==> config.mk <==
export PLATFORM = sky130hd
export DESIGN_NAME = binomial_coefficient_unit
export DESIGN_NICKNAME = d
export VERILOG_FILES = /design/src/rtl/core/bcu_pkg.sv /design/src/rtl/core/bcu_divider.sv /design/src/rtl/core/binomial_coefficient_unit.sv
export SDC_FILE = /design/constraint.sdc
export NUM_CORES = 2
export LEC_CHECK = 0
export ABC_AREA = 1
export BUFFER_PORTS_ARGS = -buffer_cell sky130_fd_sc_hd__buf_4
export CAP_MARGIN = 40
export CELL_PAD_IN_SITES_DETAIL_PLACEMENT = 0
export CELL_PAD_IN_SITES_GLOBAL_PLACEMENT = 1
export CORE_MARGIN = 4
export CORE_UTILIZATION = 40
export DETAILED_ROUTE_END_ITERATION = 10
export GPL_TIMING_DRIVEN = 0
export PLACE_DENSITY = 0.71
export SLEW_MARGIN = 20
export SYNTH_ARGS = -nofsm -noshare
export SYNTH_HDL_FRONTEND = slang
export SYNTH_HIERARCHICAL = 1
export SYNTH_SLANG_ARGS = --single-unit
export TNS_END_PERCENT = 20
==> constraint.sdc <==
create_clock -name clk_i -period 13.05 [get_ports clk_i]
set_input_delay 0.6525 -clock clk_i [delete_from_list [all_inputs] [get_ports clk_i]]
set_output_delay 0.6525 -clock clk_i [all_outputs]
set_load 0.05 [all_outputs]
==> src/rtl/core/bcu_pkg.sv <==
// ----------------------------------------------------------------------------
// Binomial coefficient unit package
// Widths, microcode encoding and the control program shared by the unit.
// ----------------------------------------------------------------------------
package bcu_pkg;

  localparam int N_WIDTH          = 8;
  localparam int RESULT_WIDTH     = 64;
  localparam int PROD_WIDTH       = N_WIDTH + RESULT_WIDTH;
  localparam int IN_TDATA_WIDTH   = ((2 * N_WIDTH + 7) / 8) * 8;
  localparam int OUT_TDATA_WIDTH  = ((RESULT_WIDTH + 7) / 8) * 8;
  localparam int DIV_CNT_WIDTH    = $clog2(PROD_WIDTH + 1);
  localparam int PC_WIDTH         = 4;

  typedef logic [PC_WIDTH-1:0] pc_t;

  typedef enum logic [3:0] {
    ACT_NOP,
    ACT_LOAD,
    ACT_PREP,
    ACT_MUL,
    ACT_DIV_GO,
    ACT_UPDATE,
    ACT_RES_VALUE,
    ACT_RES_ZERO,
    ACT_RES_SAT
  } act_e;

  typedef enum logic [1:0] {
    WAIT_NONE,
    WAIT_IN,
    WAIT_DIV,
    WAIT_OUT
  } wait_e;

  typedef enum logic [2:0] {
    BR_NEXT,
    BR_JUMP,
    BR_K_GT_N,
    BR_C_GT_K,
    BR_Q_OVF
  } br_e;

  typedef struct packed {
    act_e  act;
    wait_e wait_on;
    br_e   br;
    pc_t   target;
  } uword_t;

  localparam pc_t PC_FETCH   = 4'd0;
  localparam pc_t PC_CHECK   = 4'd1;
  localparam pc_t PC_PREP    = 4'd2;
  localparam pc_t PC_TEST    = 4'd3;
  localparam pc_t PC_MUL     = 4'd4;
  localparam pc_t PC_DIV_GO  = 4'd5;
  localparam pc_t PC_DIV_END = 4'd6;
  localparam pc_t PC_UPDATE  = 4'd7;
  localparam pc_t PC_FINISH  = 4'd8;
  localparam pc_t PC_ZERO    = 4'd9;
  localparam pc_t PC_SAT     = 4'd10;

  function automatic uword_t ucode_rom(pc_t pc);
    uword_t uw;
    case (pc)
      PC_FETCH:   uw = '{ACT_LOAD,      WAIT_IN,   BR_NEXT,   PC_FETCH};
      PC_CHECK:   uw = '{ACT_NOP,       WAIT_NONE, BR_K_GT_N, PC_ZERO};
      PC_PREP:    uw = '{ACT_PREP,      WAIT_NONE, BR_NEXT,   PC_FETCH};
      PC_TEST:    uw = '{ACT_NOP,       WAIT_NONE, BR_C_GT_K, PC_FINISH};
      PC_MUL:     uw = '{ACT_MUL,       WAIT_NONE, BR_NEXT,   PC_FETCH};
      PC_DIV_GO:  uw = '{ACT_DIV_GO,    WAIT_NONE, BR_NEXT,   PC_FETCH};
      PC_DIV_END: uw = '{ACT_NOP,       WAIT_DIV,  BR_Q_OVF,  PC_SAT};
      PC_UPDATE:  uw = '{ACT_UPDATE,    WAIT_NONE, BR_JUMP,   PC_TEST};
      PC_FINISH:  uw = '{ACT_RES_VALUE, WAIT_OUT,  BR_JUMP,   PC_FETCH};
      PC_ZERO:    uw = '{ACT_RES_ZERO,  WAIT_OUT,  BR_JUMP,   PC_FETCH};
      PC_SAT:     uw = '{ACT_RES_SAT,   WAIT_OUT,  BR_JUMP,   PC_FETCH};
      default:    uw = '{ACT_NOP,       WAIT_NONE, BR_JUMP,   PC_FETCH};
    endcase
    return uw;
  endfunction

endpackage

==> src/rtl/core/bcu_divider.sv <==
// ----------------------------------------------------------------------------
// Binomial coefficient unit divider
// Restoring divider that produces one quotient bit per cycle.
// ----------------------------------------------------------------------------
module bcu_divider (
  input  logic                           clk_i,
  input  logic                           rst_ni,
  input  logic                           start_i,
  input  logic [bcu_pkg::PROD_WIDTH-1:0] dividend_i,
  input  logic [bcu_pkg::N_WIDTH-1:0]    divisor_i,
  output logic                           busy_o,
  output logic [bcu_pkg::PROD_WIDTH-1:0] quotient_o
);
  import bcu_pkg::*;

  logic                     busy_q;
  logic [DIV_CNT_WIDTH-1:0] cnt_q;
  logic [N_WIDTH-1:0]       rem_q;
  logic [PROD_WIDTH-1:0]    dq_q;
  logic [N_WIDTH:0]         trial;
  logic [N_WIDTH:0]         diff;
  logic                     fits;
  logic [N_WIDTH-1:0]       rem_d;

  always_comb begin
    trial = {rem_q, dq_q[PROD_WIDTH-1]};
    diff  = trial - {1'b0, divisor_i};
    fits  = (trial >= {1'b0, divisor_i});
    rem_d = fits ? diff[N_WIDTH-1:0] : trial[N_WIDTH-1:0];
  end

  always_ff @(posedge clk_i or negedge rst_ni) begin
    if (!rst_ni) begin
      busy_q <= 1'b0;
      cnt_q  <= '0;
    end else if (start_i) begin
      busy_q <= 1'b1;
      cnt_q  <= DIV_CNT_WIDTH'(PROD_WIDTH);
    end else if (busy_q) begin
      cnt_q <= cnt_q - DIV_CNT_WIDTH'(1);
      if (cnt_q == DIV_CNT_WIDTH'(1)) begin
        busy_q <= 1'b0;
      end
    end
  end

  always_ff @(posedge clk_i) begin
    if (start_i) begin
      rem_q <= '0;
      dq_q  <= dividend_i;
    end else if (busy_q) begin
      rem_q <= rem_d;
      dq_q  <= {dq_q[PROD_WIDTH-2:0], fits};
    end
  end

  assign busy_o     = busy_q;
  assign quotient_o = dq_q;

endmodule

==> src/rtl/core/binomial_coefficient_unit.sv <==
// ----------------------------------------------------------------------------
// Binomial coefficient unit
// Computes C(n,k) with a microcoded multiply and exact-divide loop, saturating
// to all ones with an overflow flag when the value exceeds the result width.
// ----------------------------------------------------------------------------
// The loop runs at most min(k, n-k) times from acceptance to a valid result,
// ending early on overflow and skipped when k exceeds n, which gives zero.
// Each loop step is set by the bit-serial divider plus 5 control steps.
// One item is worked on at a time; the next is accepted the cycle after the
// result register is loaded, even while that result still waits.
// Reset clears the step counter and the result valid flag.
module binomial_coefficient_unit (
  input  logic                                clk_i,
  input  logic                                rst_ni,
  input  logic                                s_axis_tvalid_i,
  output logic                                s_axis_tready_o,
  // n_value [7:0], k_value [15:8]
  input  logic [bcu_pkg::IN_TDATA_WIDTH-1:0]  s_axis_tdata_i,
  output logic                                m_axis_tvalid_o,
  input  logic                                m_axis_tready_i,
  // coefficient [63:0]
  output logic [bcu_pkg::OUT_TDATA_WIDTH-1:0] m_axis_tdata_o,
  // overflow [0]
  output logic                                m_axis_tuser_o
);
  import bcu_pkg::*;

  pc_t                     pc_q;
  pc_t                     pc_d;
  uword_t                  uw;
  logic                    wait_ok;
  logic                    br_taken;
  logic                    do_act;

  logic [N_WIDTH-1:0]      n_q;
  logic [N_WIDTH-1:0]      k_q;
  logic [N_WIDTH-1:0]      c_q;
  logic [N_WIDTH-1:0]      falling_q;
  logic [N_WIDTH-1:0]      n_minus_k;
  logic [RESULT_WIDTH-1:0] value_q;
  logic [PROD_WIDTH-1:0]   prod_q;

  logic                    div_start;
  logic                    div_busy;
  logic [PROD_WIDTH-1:0]   quot;
  logic                    q_ovf;

  logic                    out_valid_q;
  logic [RESULT_WIDTH-1:0] out_coef_q;
  logic                    out_ovf_q;
  logic                    out_write;

  assign uw        = ucode_rom(pc_q);
  assign n_minus_k = n_q - k_q;
  assign q_ovf     = |quot[PROD_WIDTH-1:RESULT_WIDTH];

  always_comb begin
    case (uw.wait_on)
      WAIT_NONE: wait_ok = 1'b1;
      WAIT_IN:   wait_ok = s_axis_tvalid_i;
      WAIT_DIV:  wait_ok = !div_busy;
      WAIT_OUT:  wait_ok = !out_valid_q || m_axis_tready_i;
      default:   wait_ok = 1'b1;
    endcase
    case (uw.br)
      BR_NEXT:   br_taken = 1'b0;
      BR_JUMP:   br_taken = 1'b1;
      BR_K_GT_N: br_taken = (k_q > n_q);
      BR_C_GT_K: br_taken = (c_q > k_q);
      BR_Q_OVF:  br_taken = q_ovf;
      default:   br_taken = 1'b0;
    endcase
    do_act = wait_ok;
    if (!wait_ok) begin
      pc_d = pc_q;
    end else if (br_taken) begin
      pc_d = uw.target;
    end else begin
      pc_d = pc_q + pc_t'(1);
    end
  end

  assign div_start = do_act && (uw.act == ACT_DIV_GO);
  assign out_write = do_act && ((uw.act == ACT_RES_VALUE) || (uw.act == ACT_RES_ZERO) ||
                                (uw.act == ACT_RES_SAT));

  always_ff @(posedge clk_i or negedge rst_ni) begin
    if (!rst_ni) begin
      pc_q        <= PC_FETCH;
      out_valid_q <= 1'b0;
    end else begin
      pc_q <= pc_d;
      if (out_write) begin
        out_valid_q <= 1'b1;
      end else if (m_axis_tready_i) begin
        out_valid_q <= 1'b0;
      end
    end
  end

  always_ff @(posedge clk_i) begin
    if (do_act) begin
      case (uw.act)
        ACT_LOAD: begin
          n_q <= s_axis_tdata_i[N_WIDTH-1:0];
          k_q <= s_axis_tdata_i[2*N_WIDTH-1:N_WIDTH];
        end
        ACT_PREP: begin
          if (k_q > n_minus_k) begin
            k_q <= n_minus_k;
          end
          value_q   <= RESULT_WIDTH'(1);
          c_q       <= N_WIDTH'(1);
          falling_q <= n_q;
        end
        ACT_MUL: begin
          prod_q <= {{N_WIDTH{1'b0}}, value_q} * {{RESULT_WIDTH{1'b0}}, falling_q};
        end
        ACT_UPDATE: begin
          value_q   <= quot[RESULT_WIDTH-1:0];
          falling_q <= falling_q - N_WIDTH'(1);
          c_q       <= c_q + N_WIDTH'(1);
        end
        ACT_RES_VALUE: begin
          out_coef_q <= value_q;
          out_ovf_q  <= 1'b0;
        end
        ACT_RES_ZERO: begin
          out_coef_q <= '0;
          out_ovf_q  <= 1'b0;
        end
        ACT_RES_SAT: begin
          out_coef_q <= '1;
          out_ovf_q  <= 1'b1;
        end
        default: begin
        end
      endcase
    end
  end

  bcu_divider u_divider (
    .clk_i      (clk_i),
    .rst_ni     (rst_ni),
    .start_i    (div_start),
    .dividend_i (prod_q),
    .divisor_i  (c_q),
    .busy_o     (div_busy),
    .quotient_o (quot)
  );

  assign s_axis_tready_o = (uw.wait_on == WAIT_IN);
  assign m_axis_tvalid_o = out_valid_q;
  assign m_axis_tdata_o  = OUT_TDATA_WIDTH'(out_coef_q);
  assign m_axis_tuser_o  = out_ovf_q;

endmodule

==> results.json <==
{
  "cp-start-kind": "flop",
  "fillers": 8148,
  "avgSynthCellArea_um2": 7.75,
  "die_area_mm2": 0.0861,
  "grt-ovfl-total": 0,
  "crit_arrival_ps": 7050,
  "synth_area_mm2": 0.0326,
  "synthCells": 4203,
  "antenna_found_initial": 1,
  "grt_pass1_wl_um": 160000,
  "register_area_mm2": 0.00964,
  "status": "complete, no violations",
  "fin_crit_sh_pct": 51.7,
  "hold_violations": 0,
  "r2r_cells": 21,
  "holdCritStartpoint": "s_axis_tdata_i[6]",
  "rsz0062_at_grt": "false",
  "coreArea_mm2": 0.0807,
  "hold_depth": 1,
  "rows": 104,
  "nets": 4901,
  "grt_pass1_vias": 26600,
  "setup.worst_path.end_class": "flop",
  "max_freq_mhz": 148,
  "holdWs_ps": 253,
  "dr.pass1.iters": 5,
  "cts_buffers": 41,
  "gp_congestion": 0.911,
  "synth-seq-area-share_pct": 29.6,
  "hpwlAfterDp_um": 86000,
  "synthFlopType": "edfxtp_1",
  "post_drt_wl_per_cell_um": 19.3,
  "place_ws_ps": 6260,
  "ant_nets": 0,
  "start_util_pct": 40.4,
  "multiInputGateArea_mm2": 0.0181,
  "die_h_um": 293,
  "min_to": "n_q[6]",
  "relSlewSlack_pct": 40.0,
  "drv_slew": 0,
  "cp.required_ps": 13360,
  "finalWorstPathRequiredPeriod_ps": 6740,
  "async_reset_ff_share_pct": 3.99,
  "max-cap-violations": 0,
  "dr_total_vias": 26000,
  "critical_path_class": "flop to flop",
  "worst_slack_ps": 6310,
  "finalSetupTns_ps": 0,
  "drt_iter0_drc": 1964,
  "timing.rr.end": "prod_q[66]",
  "path_clk_slew_ps": 60,
  "ys_warn_count": 6,
  "final_core_util_pct": 45.2,
  "cts_tree": "done",
  "worstSkewPairLatency_ps": 580,
  "grt_use_total_pct": 24.8,
  "drt_wl_total_um": 106000,
  "cts_sinks": 326,
  "root_buffer": "clkbuf_16",
  "htreeDepth": 2,
  "setup_viol": 0,
  "worstHoldPathType": "input pin to flop",
  "fp.dieW_um": 293,
  "synth_seq_cells": 326,
  "io_pins": 87,
  "r2r_start": "falling_q[2]",
  "crit_fanout": 10,
  "viasPerCell": 4.75,
  "synth_nets": 4730,
  "layout-drive-gt1-share_pct": 5.76,
  "cts_max_path_buffers": 3,
  "max_slew.worst_pin.slew_ps": 901,
  "synth_edf_count": 305,
  "numPortBuffers": 86,
  "syn_to_final_growth_pct": 12.0,
  "drc_errors": 0,
  "grt_max_degree": 50,
  "ys_types": 48,
  "reg2reg_slack_ps": 6310,
  "fin_skew_ps": 14.2
}
==> logic make-up after synthesis <==
kind of cell / count (synthesis) / synth area share, %
and+or+nand+nor: 1799 / 21.6
buffers and inverters: 1250 / 14.8
adders and majority gates: 507 / 28.1
DFF: 326 / 29.6
xor gates and xnor gates: 60 / 1.61
AOI/OAI and AO/OA: 261 / 4.26
==> cell usage in the layout, fill, tap and decap left out, types with 5 or more instances in the layout <==
master,count
clkinv_2,6
buf_4,102
inv_1,1068
inv_2,10
fa_1,374
a31oi_1,5
a21oi_1,99
clkbuf_16,43
buf_1,26
clkinv_1,8
o21bai_1,9
nand3_1,90
dfrtp_1,13
clkbuf_1,119
xnor2_1,10
ha_1,133
buf_16,8
nor3_1,27
edfxtp_1,305
o21ai_0,119
nand3b_1,7
nor2_1,244
dfxtp_1,8
o21ai_1,13
buf_6,29
nand2_1,1399
nand4_1,11
buf_2,16
xor2_1,50
==> area by class of cell <==
cell class | instances | share of cell area, %
Antenna cell | 1 | 0.00686
Clock inverter | 22 | 0.545
Buffer | 168 | 2.07
Multi-Input combinational cell | 2627 | 49.7
Inverter | 1082 | 11.2
Tap cell | 1060 | 3.64
Sequential cell | 326 | 26.4
Timing Repair Buffer | 128 | 3.36
Clock buffer | 53 | 3.05
==> worst max path at each step <==
stage | start | endpoint | slack, ps | cells after the start
after CTS | falling_q[3] | prod_q[66] | 6210 | 20
after detailed placement | falling_q[3] | prod_q[66] | 6260 | 20
after global routing | falling_q[2] | prod_q[60] | 6000 | 22
final | falling_q[2] | prod_q[66] | 6310 | 21
after global placement | pc_q[0] | prod_q[14] | 1110 | 8
after floorplan | pc_q[0] | prod_q[0] | 6110 | 7
==> Yosys cell counts, types with 13 or more instances <==
cell type  instances  area share, %
dfrtp_1           13            1.0
fa_1             374             23
o21ai_1           13           0.20
o21ai_0          119            1.8
inv_1           1068             12
nor2_1           244            2.8
xor2_1            50            1.3
clkbuf_1         110            1.3
ha_1             133            5.1
nand2_1         1399             16
a21oi_1          101            1.6
buf_2             16           0.25
edfxtp_1         305             28
nand3_1           90            1.4
buf_1             26           0.30
nor3_1            28           0.43
==> sequential cells by signal, summed over array words and instances (netlist names) <==
signal and flops:
k_q 8, pc_q 4, m_axis_tdata_o 64, u_divider/rem_q 8
value_q 64, u_divider/quotient_o 72, prod_q 72, c_q 8
u_divider/cnt_q 7, u_divider/busy_o 1, falling_q 8, n_q 8
m_axis_tuser_o 1, m_axis_tvalid_o 1
==> what timing repair did <==
action | CTS | global route
resized for setup | 0 | 0
hold endpoints to repair | 13 | 0
hold buffers | 1 | 0
buffers inserted | 0 | 0
==> critical path, stage by stage, from the launching register on <==
cell      delay (ps)
edfxtp_1         380
clkbuf_1         540
buf_1            500
buf_6            220
nand2_1           80
fa_1             520
fa_1             550
inv_1             50
fa_1             470
inv_1             50
fa_1             470
inv_1             40
ha_1             370
nand2_1          170
nor2_1           410
a21oi_1          320
o21ai_0          620
nand2_1          120
nand2_1          210
nand2_1          150
nand3_1          100
nand2_1          100
==> stage by stage <==
| stage | area, um2 | cells |
|---|---|---|
| after floorplan | 32600 | 4203 |
| after global placement | 34500 | 5349 |
| after detailed placement | 35100 | 5383 |
| after CTS | 36400 | 5459 |
| after global routing | 36500 | 5466 |
| final | 36500 | 5467 |
==> layer usage <==
metal / vias up / wire, um / global-route usage [%]
li1: 12700 / - / -
met1: 12300 / 47000 / 34.3
met2: 786 / 45800 / 38.0
met3: 170 / 8460 / 5.80
met4: 0 / 4280 / 9.43
met5: - / 0 / 0
Power is not shown: default switching activity piles up to over one toggle a cycle in this logic, so the estimate is an artifact.
